`src/tdq_pkg.sv`:
```
`default_nettype none

package tdq_pkg;

  localparam logic [2:0] MODE_UINT8_ASYM = 3'd0;
  localparam logic [2:0] MODE_INT8_FIXED = 3'd1;
  localparam logic [2:0] MODE_INT16_FIXED = 3'd2;
  localparam logic [2:0] MODE_FP16 = 3'd3;
  localparam logic [2:0] MODE_FP32 = 3'd4;

  localparam logic [1:0] REG_FORMAT_MODE = 2'd0;
  localparam logic [1:0] REG_SCALE_BITS = 2'd1;
  localparam logic [1:0] REG_ZERO_OFFSET = 2'd2;
  localparam logic [1:0] REG_FRAC_LENGTH = 2'd3;

  localparam logic [31:0] SCALE_RESET = 32'h3F80_0000;
  localparam logic [31:0] FP32_INF = 32'h7F80_0000;
  localparam logic [31:0] FP32_DEFAULT_NAN = 32'hFFC0_0000;
  localparam logic [31:0] FP32_QUIET_BIT = 32'h0040_0000;
  localparam logic [31:0] HALF_REBIAS = 32'h3800_0000;

  typedef struct packed {
    logic [2:0]  format_mode;
    logic [31:0] scale_bits;
    logic [8:0]  zero_offset;
    logic [5:0]  frac_length;
  } cfg_t;

  typedef struct packed {
    logic [32:0] prod;
    logic [7:0]  exp;
    logic        sign;
    logic        direct;
    logic [31:0] direct_bits;
    logic        err;
    logic        last;
  } front_t;

  typedef struct packed {
    logic [32:0] prod;
    logic [5:0]  shift;
    logic [8:0]  exp_base;
    logic        zero;
    logic        sign;
    logic        direct;
    logic [31:0] direct_bits;
    logic        err;
    logic        last;
  } norm_t;

  typedef struct packed {
    logic [31:0] result_bits;
    logic        err;
    logic        last;
  } res_t;

endpackage

`default_nettype wire

```
`src/tdq_cfg.sv`:
```
`default_nettype none

module tdq_cfg (
  input  wire logic           clk,
  input  wire logic           rst,
  input  wire logic           cfg_we,
  input  wire logic [1:0]     cfg_index,
  input  wire logic [31:0]    cfg_wdata,
  output tdq_pkg::cfg_t       cfg
);

  always_ff @(posedge clk) begin
    if (rst) begin
      cfg.format_mode <= tdq_pkg::MODE_UINT8_ASYM;
      cfg.scale_bits  <= tdq_pkg::SCALE_RESET;
      cfg.zero_offset <= '0;
      cfg.frac_length <= '0;
    end else if (cfg_we) begin
      unique case (cfg_index)
        tdq_pkg::REG_FORMAT_MODE: cfg.format_mode <= cfg_wdata[2:0];
        tdq_pkg::REG_SCALE_BITS:  cfg.scale_bits  <= cfg_wdata;
        tdq_pkg::REG_ZERO_OFFSET: cfg.zero_offset <= cfg_wdata[8:0];
        tdq_pkg::REG_FRAC_LENGTH: cfg.frac_length <= cfg_wdata[5:0];
        default: ;
      endcase
    end
  end

endmodule

`default_nettype wire

```
`src/tdq_front.sv`:
```
`default_nettype none

module tdq_front (
  input  wire tdq_pkg::cfg_t  cfg,
  input  wire logic [31:0]    raw,
  input  wire logic           last,
  output tdq_pkg::front_t     front
);

  logic signed [9:0] diff;
  logic [9:0]  diff_mag;
  logic [8:0]  u_mag;
  logic        u_sign;
  logic        s_sign;
  logic [7:0]  s_exp;
  logic [22:0] s_frac;
  logic [23:0] s_mant;
  logic [15:0] fix_val;
  logic [15:0] fix_mag;
  logic [7:0]  fix_exp;
  logic [32:0] u_prod;
  logic [31:0] half_body;

  always_comb begin
    diff     = $signed({2'b00, raw[7:0]}) - $signed({cfg.zero_offset[8], cfg.zero_offset});
    u_sign   = diff[9];
    diff_mag = u_sign ? 10'(-diff) : 10'(diff);
    u_mag    = diff_mag[8:0];
    s_sign   = cfg.scale_bits[31];
    s_exp    = cfg.scale_bits[30:23];
    s_frac   = cfg.scale_bits[22:0];
    s_mant   = {(s_exp != 8'd0), s_frac};
    u_prod   = 33'(u_mag) * 33'(s_mant);

    fix_val = (cfg.format_mode == tdq_pkg::MODE_INT8_FIXED) ?
              {{8{raw[7]}}, raw[7:0]} : raw[15:0];
    fix_mag = fix_val[15] ? 16'(~fix_val + 16'd1) : fix_val;
    fix_exp = 8'd150 - {{2{cfg.frac_length[5]}}, cfg.frac_length};

    half_body = (32'(raw[14:0]) << 13) + tdq_pkg::HALF_REBIAS;
    if (raw[14:10] == 5'd0) begin
      half_body = '0;
    end

    front.prod        = '0;
    front.exp         = 8'd1;
    front.sign        = 1'b0;
    front.direct      = 1'b1;
    front.direct_bits = '0;
    front.err         = 1'b0;
    front.last        = last;

    unique case (cfg.format_mode)
      tdq_pkg::MODE_UINT8_ASYM: begin
        front.sign = u_sign ^ s_sign;
        if (s_exp == 8'hFF) begin
          if (s_frac != 23'd0) begin
            front.direct_bits = cfg.scale_bits | tdq_pkg::FP32_QUIET_BIT;
          end else if (u_mag == 9'd0) begin
            front.direct_bits = tdq_pkg::FP32_DEFAULT_NAN;
          end else begin
            front.direct_bits = {u_sign ^ s_sign, tdq_pkg::FP32_INF[30:0]};
          end
        end else begin
          front.direct = 1'b0;
          front.prod   = u_prod;
          front.exp    = (s_exp == 8'd0) ? 8'd1 : s_exp;
        end
      end
      tdq_pkg::MODE_INT8_FIXED, tdq_pkg::MODE_INT16_FIXED: begin
        front.direct = 1'b0;
        front.sign   = fix_val[15];
        front.prod   = 33'(fix_mag);
        front.exp    = fix_exp;
      end
      tdq_pkg::MODE_FP16: begin
        front.direct_bits = half_body | {raw[15], 31'd0};
      end
      tdq_pkg::MODE_FP32: begin
        front.direct_bits = raw;
      end
      default: begin
        front.err = 1'b1;
      end
    endcase
  end

endmodule

`default_nettype wire

```
`src/tdq_norm.sv`:
```
`default_nettype none

module tdq_norm (
  input  wire tdq_pkg::front_t front,
  output tdq_pkg::norm_t       norm
);

  logic [5:0]        lead;
  logic signed [9:0] k_norm;
  logic signed [9:0] k_sub;
  logic signed [9:0] k_sel;
  logic signed [9:0] exp_sum;

  always_comb begin
    lead = '0;
    for (int i = 0; i < 33; i++) begin
      if (front.prod[i]) begin
        lead = 6'(i);
      end
    end
    k_norm  = $signed({4'b0000, lead});
    k_sub   = 10'sd24 - $signed({2'b00, front.exp});
    k_sel   = (k_norm > k_sub) ? k_norm : k_sub;
    exp_sum = k_sel + $signed({2'b00, front.exp}) - 10'sd24;

    norm.prod        = front.prod;
    norm.shift       = k_sel[5:0];
    norm.exp_base    = exp_sum[8:0];
    norm.zero        = (front.prod == 33'd0);
    norm.sign        = front.sign;
    norm.direct      = front.direct;
    norm.direct_bits = front.direct_bits;
    norm.err         = front.err;
    norm.last        = front.last;
  end

endmodule

`default_nettype wire

```
`src/tdq_round.sv`:
```
`default_nettype none

module tdq_round (
  input  wire tdq_pkg::norm_t norm,
  output tdq_pkg::res_t       res
);

  logic [46:0] shifted;
  logic [23:0] mant;
  logic        guard;
  logic        sticky;
  logic        inc;
  logic [32:0] packed_sum;
  logic [30:0] mag;

  always_comb begin
    shifted    = 47'({norm.prod, 46'd0} >> norm.shift);
    mant       = shifted[46:23];
    guard      = shifted[22];
    sticky     = |shifted[21:0];
    inc        = guard & (sticky | mant[0]);
    packed_sum = {1'b0, norm.exp_base, 23'd0} + 33'(mant) + 33'(inc);
    if (packed_sum >= 33'(tdq_pkg::FP32_INF)) begin
      mag = tdq_pkg::FP32_INF[30:0];
    end else begin
      mag = packed_sum[30:0];
    end
    if (norm.direct) begin
      res.result_bits = norm.direct_bits;
    end else if (norm.zero) begin
      res.result_bits = {norm.sign, 31'd0};
    end else begin
      res.result_bits = {norm.sign, mag};
    end
    res.err  = norm.err;
    res.last = norm.last;
  end

endmodule

`default_nettype wire

```
`src/tensor_dequantize_to_fp32_unit.sv`:
```
// Channel   Direction  Handshake              Payload
// in        input      in_valid / in_ready    raw_value, last_element
// out       output     out_valid / out_ready  result_bits, format_error, last_result
// cfg       input      cfg_we                 cfg_index, cfg_wdata
//
// Each request passes through four register stages: input, product, normalize, result.
// One request is accepted every cycle unless a stalled output has filled every stage.
// The 9x24 product, the leading-one search and the round-and-pack adder each own a stage.
// Reset is synchronous and clears all stage valid flags and the configuration registers.
// A stalled output holds its stage; earlier stages keep filling until all are occupied.
`default_nettype none

module tensor_dequantize_to_fp32_unit (
  input  wire logic        clk,
  input  wire logic        rst,
  input  wire logic        cfg_we,
  input  wire logic [1:0]  cfg_index,
  input  wire logic [31:0] cfg_wdata,
  input  wire logic        in_valid,
  output logic             in_ready,
  input  wire logic [31:0] raw_value,
  input  wire logic        last_element,
  output logic             out_valid,
  input  wire logic        out_ready,
  output logic [31:0]      result_bits,
  output logic             format_error,
  output logic             last_result
);

  tdq_pkg::cfg_t   cfg;
  tdq_pkg::front_t front_c;
  tdq_pkg::front_t front_q;
  tdq_pkg::norm_t  norm_c;
  tdq_pkg::norm_t  norm_q;
  tdq_pkg::res_t   res_c;
  tdq_pkg::res_t   res_q;

  logic [31:0] raw_q;
  logic        last_q;
  logic        v1, v2, v3, v4;
  logic        load1, load2, load3, load4;

  tdq_cfg u_cfg (
    .clk(clk), .rst(rst), .cfg_we(cfg_we), .cfg_index(cfg_index),
    .cfg_wdata(cfg_wdata), .cfg(cfg)
  );

  tdq_front u_front (.cfg(cfg), .raw(raw_q), .last(last_q), .front(front_c));
  tdq_norm  u_norm  (.front(front_q), .norm(norm_c));
  tdq_round u_round (.norm(norm_q), .res(res_c));

  assign load4    = !v4 || out_ready;
  assign load3    = !v3 || load4;
  assign load2    = !v2 || load3;
  assign load1    = !v1 || load2;
  assign in_ready = load1;

  always_ff @(posedge clk) begin
    if (rst) begin
      v1 <= 1'b0;
      v2 <= 1'b0;
      v3 <= 1'b0;
      v4 <= 1'b0;
    end else begin
      if (load1) v1 <= in_valid;
      if (load2) v2 <= v1;
      if (load3) v3 <= v2;
      if (load4) v4 <= v3;
    end
  end

  always_ff @(posedge clk) begin
    if (load1 && in_valid) begin
      raw_q  <= raw_value;
      last_q <= last_element;
    end
    if (load2 && v1) front_q <= front_c;
    if (load3 && v2) norm_q  <= norm_c;
    if (load4 && v3) res_q   <= res_c;
  end

  assign out_valid    = v4;
  assign result_bits  = res_q.result_bits;
  assign format_error = res_q.err;
  assign last_result  = res_q.last;

  a_err_zero: assert property (@(posedge clk) disable iff (rst)
    out_valid && format_error |-> result_bits == 32'd0)
    else $error("format error with nonzero result");

  a_stall_hold: assert property (@(posedge clk) disable iff (rst)
    v4 && !out_ready |=> v4 && $stable(res_q))
    else $error("stalled result changed");

  a_reset_empty: assert property (@(posedge clk)
    $past(rst) |-> !out_valid && !v1 && !v2 && !v3)
    else $error("pipeline not empty after reset");

  a_full_stall: assert property (@(posedge clk) disable iff (rst)
    v1 && v2 && v3 && v4 && !out_ready |-> !in_ready)
    else $error("accepted request into a full pipeline");

  a_err_mode: assert property (@(posedge clk) disable iff (rst)
    v1 && load2 && front_c.err |-> cfg.format_mode != tdq_pkg::MODE_UINT8_ASYM
      && cfg.format_mode != tdq_pkg::MODE_INT8_FIXED
      && cfg.format_mode != tdq_pkg::MODE_INT16_FIXED
      && cfg.format_mode != tdq_pkg::MODE_FP16
      && cfg.format_mode != tdq_pkg::MODE_FP32)
    else $error("format error on a supported mode");

endmodule

`default_nettype wire
```
`config.mk`:
```
export PLATFORM = sky130hd
export DESIGN_NAME = tensor_dequantize_to_fp32_unit
export DESIGN_NICKNAME = d
export VERILOG_FILES = /design/src/tdq_pkg.sv /design/src/tdq_cfg.sv /design/src/tdq_front.sv /design/src/tdq_norm.sv /design/src/tdq_round.sv /design/src/tensor_dequantize_to_fp32_unit.sv
export SDC_FILE = /design/constraint.sdc
export NUM_CORES = 1
export LEC_CHECK = 0
export ABC_CLOCK_PERIOD_IN_PS = 8700
export BUFFER_PORTS_ARGS = -buffer_cell sky130_fd_sc_hd__buf_2
export CAP_MARGIN = 20
export CORE_MARGIN = 2
export CORE_UTILIZATION = 44
export DETAILED_ROUTE_END_ITERATION = 10
export PLACE_DENSITY_LB_ADDON = 0.1
export SYNTH_ARGS = -nofsm -noshare
export SYNTH_HDL_FRONTEND = slang
export SYNTH_HIERARCHICAL = 1
export SYNTH_SLANG_ARGS = --single-unit
```
`constraint.sdc`:
```
create_clock -name clk -period 8.7 [get_ports clk]
set_input_delay 0.87 -clock clk [delete_from_list [all_inputs] [get_ports clk]]
set_output_delay 0.87 -clock clk [all_outputs]
set_load 0.02 [all_outputs]
```
* After elaboration in Yosys (flattened, before gate mapping)
Cells that the tools add are included.
** Word-level totals
- Bits in registers :: 283
- Input bits :: 72
- Output and inout port bits :: 36
- Word-level logic and storage cells :: 132
** Cells by class
- Bitwise gates (word level) :: 5
- Order comparisons :: 2
- Multiplexer cells :: 49
- Reduce and logical (&&, ||, !) cells :: 27
- Eq/ne operators :: 8
- Shift operators :: 1
- Multiply operators :: 1
- Add/subtract/negate cells :: 10
** Operators by type and width (count)
- 2-to-1 mux 32 bit :: 4
- case mux 32 bit (3 select lines) :: 1
- 2-to-1 mux 31 bit :: 3
- case mux 43 bit (2 select lines) :: 1
- 2-to-1 mux 5 bit :: 16
- right shift 79 x 6 -> 47 bit :: 1
- 2-to-1 mux 41 bit :: 1
- adder 32 x 24 -> 33 bit :: 1
- adder 33 x 1 -> 33 bit :: 1
- >= comparator 33 x 31 -> 1 bit, second input constant :: 1
- zero test 33 bit :: 1
- multiplier 9 x 24 -> 33 bit :: 1
- 2-to-1 mux 16 bit :: 2
- 2-to-1 mux 4 bit :: 8
- OR 32 bit :: 1
- adder 28 x 30 -> 31 bit, second input constant :: 1
- nonzero test 23 bit :: 1
- OR reduction 22 bit :: 1
- 2-to-1 mux 9 bit :: 2
- adder 16 x 1 -> 16 bit, second input constant :: 1
- inverter 16 bit :: 1
- 2-to-1 mux 3 bit :: 4
- subtractor 9 x 9 -> 10 bit :: 1
- adder 9 bit :: 1
- 30 further kinds :: 47

* Longest topological paths before layout
Gate-level depths: netlist of run 1.
- Word-level depth :: 36
- Gate-level depth with buffers :: 30
- Depth with buffers taken out :: 29

* By module
Netlist of run 1, hierarchy kept.
** Modules (own cells, without submodules)
- tdq_front :: cells each 1132, area an instance 8846.0 µm², times used 1, seq. area each 0.0 µm²
- tensor_dequantize_to_fp32_unit :: cells each 250, area an instance 7066.8 µm², times used 1, seq. area each 6956.7 µm²
- tdq_round :: cells each 556, area an instance 4386.7 µm², times used 1, seq. area each 0.0 µm²
- tdq_cfg :: cells each 201, area an instance 2095.8 µm², times used 1, seq. area each 1001.0 µm²
- tdq_norm :: cells each 221, area an instance 1624.1 µm², times used 1, seq. area each 0.0 µm²

* Worst setup path before layout of run 1
No wires, ideal clock.
- Path type :: register to register
- From :: register raw_q[0]
- To :: register front_q[76] in the netlist's numbering, data pin
- Data arrival time :: 6.770 ns
- Cell stages (with the launch flop) :: 30
- Setup time :: 0.266 ns
- Data required time :: 8.434 ns
- Slack :: 1.664 ns
- Clock period less this slack :: 7.036 ns
- Path buffers :: 1
- Cells stage by stage :: edfxtp_1 > inv_1 > ha_1 > fa_1 > nand2b_1 > a21oi_2 > xor2_2 > nor2_1 > nand2_1 > o31ai_1 > mux2i_1 > buf_2 > nand2b_1 > fa_1 > fa_1 > inv_1 > fa_1 > inv_1 > fa_1 > inv_1 > ha_1 > o21ai_0 > o21ai_0 > a21oi_1 > nor3_1 > a31oi_1 > a21oi_1 > a31oi_1 > xnor2_1 > nor2_1
** RTL lines
- start, declared :: line tensor_dequantize_to_fp32_unit.sv:38 : logic [31:0] raw_q;
- start signal, assigned :: line tensor_dequantize_to_fp32_unit.sv:74 : raw_q <= raw_value;
- end signal, assigned :: line tensor_dequantize_to_fp32_unit.sv:77 : if (load2 && v1) front_q <= front_c;
- end, declared :: line tensor_dequantize_to_fp32_unit.sv:32 : tdq_pkg::front_t front_q;

==> out/metrics.csv, run 1 <==
stage,metric,value,unit
run_status,status,completed,
power_and_ir_drop,p_per_area,158,mW/mm^2
detailed_routing,dr.pass1.iters,5,
finish,drive_above_1_share,12.6,%
placed_design,gp_congestion,0.981,
setup_path,critPathCaptureType,flop,
detailed_routing,wire_per_inst,23.2,um
die,io_pins,108,
detailed_routing,avgViaCountPerCell,5.65,
detailed_routing,vias,17400,
cts,cts_root_buf,clkbuf_16,
global_route,grt_pass1_vias,17900,
placed_design,dp.cells,3011,
detailed_routing,drt_iter0_drc,1266,
cts,postCtsSetupBuffers,0,
yosys,yosysSeqAreaShare,33.1,%
flow_run,max_cap_violations,0,
global_route,grt_max_degree,88,
placed_design,dp_hpwl,56.5,mm
hold_path,hold_path.class,flop to flop,
yosys,synth_nets,2675,
yosys,synth_cells,2360,
cts,h-tree-depth,2,
setup_path,ff2ff_path_depth,28,
placed_design,portBuffers,107,
sta,fin_crit,8.07,ns
finish,multiInputGateArea,0.0140,mm^2
finish,final_cell_mix,"inv_1, edfxtp_1, nand2_1",
setup_path,crit_slowest_cell,a2111oi_0,
cts,cts_tree,built,
setup_path,worstSetupStartpoint,raw_q[0],
global_route,grt_pass1_wl,110,mm
die,die_h,238,um
yosys,synth_area_leaders,"edfxtp_1, fa_1, dfxtp_1, ha_1, mux2i_1",
sta,setup-violations-final,0,
cts,hold_buffers,0,
sta,max_clock_freq,124,MHz
die,start_util,44.5,%
cts,cts_buffers,34,
yosys,synth_top_area_share,28.6,%
sta,fin_tns_setup,0,ns
yosys,netlist-cell-type-count,115,
finish,area_growth,6.81,%
sta,rsz0062_at_grt,no,
setup_path,crit_type,flop to flop,
setup_path,worstPathRequired,8.97,ns
setup_path,cpMostUsedCell,fa_1,
die,row_count,85,
cts,clock-sinks,283,
detailed_routing,drt-total-wl,71.2,mm
sta,finalCritPeriodShare,92.7,%
setup_path,worstReg2RegStart,raw_q[0],
yosys,ys_ff_latch,283,
power_and_ir_drop,p_leak,0.0106,uW
global_route,grt_usage,25.6,%
finish,fill_cells,5050,
yosys,syn_avg_cell_area,10.2,um^2
yosys,yosys_warnings,6,
setup_path,rr_endpoint,front_q[73],
die,die_w,238,um
power_and_ir_drop,peakVddDrop,0.146,mV
global_route,grt_overflow,0,
finish,fin_cells,3074,
global_route,antenna_found_initial,1,
yosys,synth_edf_count,229,
die,dieArea,0.0565,mm^2
finish,seq_area,0.00796,mm^2
detailed_routing,drc,0,
die,coreArea,0.0539,mm^2
sta,finClkSkew,0.0243,ns
sta,maxSlewHeadroom,30.9,%
setup_path,cp-start-kind,flop,
cts,clkTransAtPathRegs,0.06,ns
yosys,synth_area,0.0240,mm^2
yosys,synthArstFlopShare,0,%
setup_path,crit_fanout,10,
cts,cts_resized,0,
sta,hold_violations,0,
setup_path,crit_arrival,8.34,ns
finish,layout_commonest_cell,inv_1,
cts,clk_latency,0.55,ns
sta,finalMaxSlewViolations,0,
setup_path,reg2reg_slack,0.63,ns
setup_path,max_stage_delay,0.60,ns
sta,worst_pin_slew,1.04,ns
setup_path,crit_end,front_q[73],
detailed_routing,final_antenna_net_count,0,
yosys,synth_flop_cell,edfxtp_1,
power_and_ir_drop,finalPower,4060,uW
yosys,yosysTopAreaCell,edfxtp_1,
finish,nets,2666,
cts,clk_path_buf_depth,3,
-- layer usage --
layer	part of all wire [%]	up-vias	global-route usage [%]
li1	-	8147	-
met1	43	8654	32.7
met2	49	449	43.5
met3	3.6	124	3.07
met4	4.9	0	12.3
met5	0	-	0
-- where the power goes --
part | internal [uW] | switching (uW)
sequential | 1550 | 77.8
clock | 847 | 583
combinational | 376 | 630
total | 2770 | 1290
-- area by class of cell --
type / count / share of cell area [%]
antenna: 1 / 0.00975
tap: 696 / 3.39
clock inverter: 18 / 0.824
inverter: 251 / 3.67
timing repair buffer: 138 / 2.99
clock buffer: 44 / 3.58
sequential: 283 / 31.0
multi-input combinational: 1643 / 54.5
-- worst min-delay path by stage --
stage / from / end / slack [ns] / cells past startpoint
6_report: front_q[17] / norm_q[17] / 0.42 / 0
5_1_grt: front_q[34] / norm_q[34] / 0.43 / 0
4_1_cts: front_q[17] / norm_q[17] / 0.42 / 0
3_5_place_dp: front_q[4] / norm_q[4] / 0.41 / 0
3_3_place_gp: last_q / front_q[0] / 0.40 / 0
2_1_floorplan: v2 / v3 / 0.44 / 2
-- state kept, by name, summed over array words and instances, names as in the netlist, 32 cells and up --
| register | flops |
|---|---|
| result_bits | 32 |
| u_cfg/cfg | 50 |
| front_q | 77 |
| raw_q | 32 |
| norm_q | 85 |
-- cells in the mapped netlist (70+ instances only) --
cell type	instances
a21oi_1	76
and2_1	96
buf_4	74
clkbuf_1	70
edfxtp_1	229
fa_1	157
ha_1	86
inv_1	249
mux2i_1	99
nand2_1	181
nand2b_1	125
nor2_1	132
-- logic make-up after synthesis --
kind of cell	share of synthesized area, %
DFF	33.1
muxes	7.84
xor gates and xnor gates	3.27
buffers and inverters	8.82
adders and majority gates	17.6
AOI/OAI and AO/OA	12.2
and+or+nand+nor	17.2
-- metrics by stage --
step           setup slack [ns]  util [%]  hold slack (ns)  cell area [um^2]
6_report                  0.635      47.6            0.417             25700
5_1_grt                  0.0829      47.6            0.426             25700
4_1_cts                   0.654      47.6            0.418             25700
3_5_place_dp              0.674      45.5            0.405             24500
3_3_place_gp              0.700      45.5            0.403             24500
2_1_floorplan              1.66         -            0.437             24000
-- worst max-delay path: cells and delay by family (launching register included) --
| family | cells | cell delay, ns |
|---|---|---|
| simple gates | 8 | 1.21 |
| flops | 1 | 0.44 |
| mux | 1 | 0.58 |
| xor+xnor | 1 | 0.13 |
| fa+ha+maj | 7 | 3.03 |
| compound gates | 7 | 1.88 |
| buf+inv | 4 | 0.49 |
No activity file was read; power rests on OpenSTA's default activity.
==> run 2, diff against run 1 <==
Settings changed: ABC_AREA set to 1.
==> run 2 against run 1 <==
Against the previous run: area after synthesis is 0.85% lower; first-iteration DRC count is 36% higher; fmax is 12% higher; register-to-register slack better by 0.84 ns; synthesized cell count is 26% higher; power is 21% higher.
==> out/metrics.csv, run 2 <==
stage,metric,value,unit,change
run_status,status,completed,,
finish,regMostFlops,norm_q,,
hold_path,hold_path.class,flop to flop,,
cts,cts_tree,built,,
detailed_routing,avgViaCountPerCell,5.23,,-7.5%
detailed_routing,drt-total-wl,71.7,mm,+0.68%
die,dieArea,0.0560,mm^2,-0.84%
cts,postCtsSetupBuffers,0,,unchanged
cts,h-tree-depth,2,,unchanged
power_and_ir_drop,p_comb_share,35.4,%,+11 points
sta,fin_tns_setup,0,ns,unchanged
sta,worst_pin_slew,1.08,ns,+0.0399 ns
cts,clkTransAtPathRegs,0.07,ns,about the same
detailed_routing,drc,0,,unchanged
sta,finalCritPeriodShare,83.0,%,-9.7 points
setup_path,ff2ff_path_depth,34,,+21%
yosys,yosys.area_share.simple,27.9,%,+11 points
setup_path,cp-start-kind,flop,,
yosys,synth_area_leaders,"edfxtp_1, fa_1, nand2_1, inv_1, nand3_1",,
yosys,syn_avg_cell_area,8.00,um^2,-21%
yosys,yosysTopAreaCell,edfxtp_1,,
die,die_h,237,um,-0.42%
sta,fin_crit,7.22,ns,-0.843 ns
global_route,grt_pass1_wl,111,mm,+1.3%
detailed_routing,vias,19300,,+11%
yosys,synth_cells,2978,,+26%
yosys,synthMuxAreaShare,0.0473,%,-7.8 points
finish,nets,3291,,+23%
setup_path,worstPathRequired,9.01,ns,+0.04 ns
setup_path,crit_arrival,7.53,ns,-0.81 ns
sta,maxSlewHeadroom,28.2,%,-2.7 points
setup_path,cpMostUsedCell,nand2_1,,
power_and_ir_drop,seqPwrFrac,34.3,%,-5.8 points
hold_path,holdPathStages,0,,unchanged
finish,fill_cells,5327,,+5.5%
sta,finalMaxSlewViolations,0,,unchanged
yosys,synth_top_family_by_area,simple AND/OR/NAND/NOR gates,,
power_and_ir_drop,power_switching,1890,uW,+47%
finish,largest_reg_flops,85,,unchanged
power_and_ir_drop,p_per_area,194,mW/mm^2,+22%
power_and_ir_drop,p_leak,0.0119,uW,+12%
yosys,synth_top_area_share,28.9,%,+0.25 points
yosys,synth_edf_count,229,,unchanged
yosys,synth_compound_area_share,7.23,%,-5.0 points
yosys,synth_xor_area_share,1.21,%,-2.1 points
sta,hold_violations,0,,unchanged
finish,drive_above_1_share,12.0,%,-0.62 points
power_and_ir_drop,clkPwrFrac,30.2,%,-5.0 points
yosys,synth.top_cells.by_count,"nand2_1, inv_1, nor2_1, nand3_1, edfxtp_1",,
yosys,synth_flop_cell,edfxtp_1,,
placed_design,pre_cts_ws,1.52,ns,+0.847 ns
placed_design,dp_hpwl,58.3,mm,+3.2%
cts,hold_buffers,0,,unchanged
finish,final_cell_mix,"nand2_1, inv_1, nor2_1",,
finish,area_growth,6.74,%,about the same
cts,cts_resized,0,,unchanged
setup_path,worst-path-buf-inv,7,,+3
die,row_count,85,,unchanged
global_route,antenna_found_initial,1,,unchanged
detailed_routing,dr.pass1.iters,9,,+4
finish,diodes,0,,-1
global_route,grt_overflow,0,,unchanged
power_and_ir_drop,power.internal,3030,uW,+9.4%
yosys,synthArstFlopShare,0,%,unchanged
cts,clk_path_buf_depth,3,,unchanged
die,io_pins,108,,unchanged
yosys,netlist-cell-type-count,71,,-38%
cts,cts_root_buf,clkbuf_16,,
sta,setup_slack,1.48,ns,+0.843 ns
placed_design,gp_congestion,0.955,,-2.6%
cts,clock-sinks,283,,unchanged
setup_path,critical-path-top-delay-family,adder cells,,
global_route,grt_usage,25.9,%,+0.27 points
global_route,grt_max_degree,70,,-20%
sta,rsz0062_at_grt,no,,
yosys,yosysSeqAreaShare,33.4,%,+0.29 points
cts,cts_buffers,34,,unchanged
sta,max_clock_freq,138,MHz,+12%
sta,finClkSkew,0.0218,ns,-0.00246 ns
die,coreArea,0.0537,mm^2,-0.39%
setup_path,crit_slowest_cell,fa_1,,
yosys,synth_adder_area_share,17.7,%,+0.15 points
setup_path,path_depth,34,,+21%
finish,reg_top3,"norm_q x85, front_q x77, u_cfg/cfg x50",,
die,die_w,237,um,-0.42%
power_and_ir_drop,peakVddDrop,0.139,mV,-4.8%
detailed_routing,drt_iter0_drc,1722,,+36%
cts,clk_latency,0.55,ns,about the same
yosys,synth_area,0.0238,mm^2,-0.85%
placed_design,portBuffers,107,,unchanged
detailed_routing,wire_per_inst,19.4,um,-16%
global_route,grt_pass1_vias,18900,,+5.7%
yosys,yosys_warnings,6,,unchanged
power_and_ir_drop,p_sw_share,38.4,%,+6.7 points
finish,layout_commonest_cell,nand2_1,,
yosys,synth_nets,3293,,+23%
yosys,post-synth-top-count-cell,nand2_1,,
setup_path,crit_fanout,11,,+1
setup_path,crit_type,flop to flop,,
die,start_util,44.3,%,-0.21 points
yosys,ys_ff_latch,283,,unchanged
sta,setup-violations-final,0,,unchanged
detailed_routing,final_antenna_net_count,0,,unchanged
flow_run,max_cap_violations,0,,unchanged
setup_path,max_stage_delay,0.55,ns,-0.05 ns
setup_path,critPathCaptureType,flop,,
## run 2: layout make-up
type	instances	area [um^2]	area share, %
Multi-Input combinational cell	2047	12900	50.8
Sequential cell	283	7960	31.3
Tap cell	696	871	3.43
Clock inverter	24	307	1.21
Clock buffer	37	862	3.39
Inverter	485	1840	7.23
Timing Repair Buffer	125	683	2.69
## run 2: metrics by stage
step                total power (uW)  utilization [%]  hold WS [ns]  cells  instance area (um^2)
finish                          4930             47.3         0.414   3697                 25400
global route                    5250             47.3         0.416   3697                 25400
CTS                             4960             47.3         0.409   3696                 25400
detailed placement              3450             45.1         0.405   3635                 24200
global placement                3440             45.1         0.402   3635                 24200
floorplan                       2980                -         0.442   2978                 23800
## run 2: cell families after synthesis
| logic type | after synthesis |
|---|---|
| AO/OA/AOI/OAI | 280 |
| XOR/XNOR | 33 |
| adder cells (fa/ha/maj) | 243 |
| buffers and inverters | 648 |
| flip-flops | 283 |
| multiplexers | 1 |
| AND/OR/NAND/NOR | 1490 |
## run 2: metal layers
metal | up-vias | share of wire (%) | routed length [um] | global-route usage [%]
li1 | 9462 | - | - | -
met5 | - | 0 | 0 | 0
met1 | 9230 | 43 | 30900 | 33.8
met4 | 0 | 4.4 | 3190 | 10.5
met3 | 100 | 4.2 | 2990 | 2.81
met2 | 546 | 48 | 34600 | 44.1
## run 2: worst paths after layout
check	startpoint	end	slack, ns
setup / recovery	raw_q[0]	front_q[69]	1.48
hold / removal	front_q[35]	norm_q[35]	0.41
setup reg to reg	raw_q[0]	front_q[69]	1.48
hold reg to reg	front_q[35]	norm_q[35]	0.41
## run 2: power groups by stage
stage	combinational (uW)	clock, uW	sequential (uW)
floorplan	1300	0	1680
global placement	1720	0	1720
detailed placement	1730	0	1720
CTS	1740	1530	1690
global route	1970	1580	1700
finish	1740	1490	1690
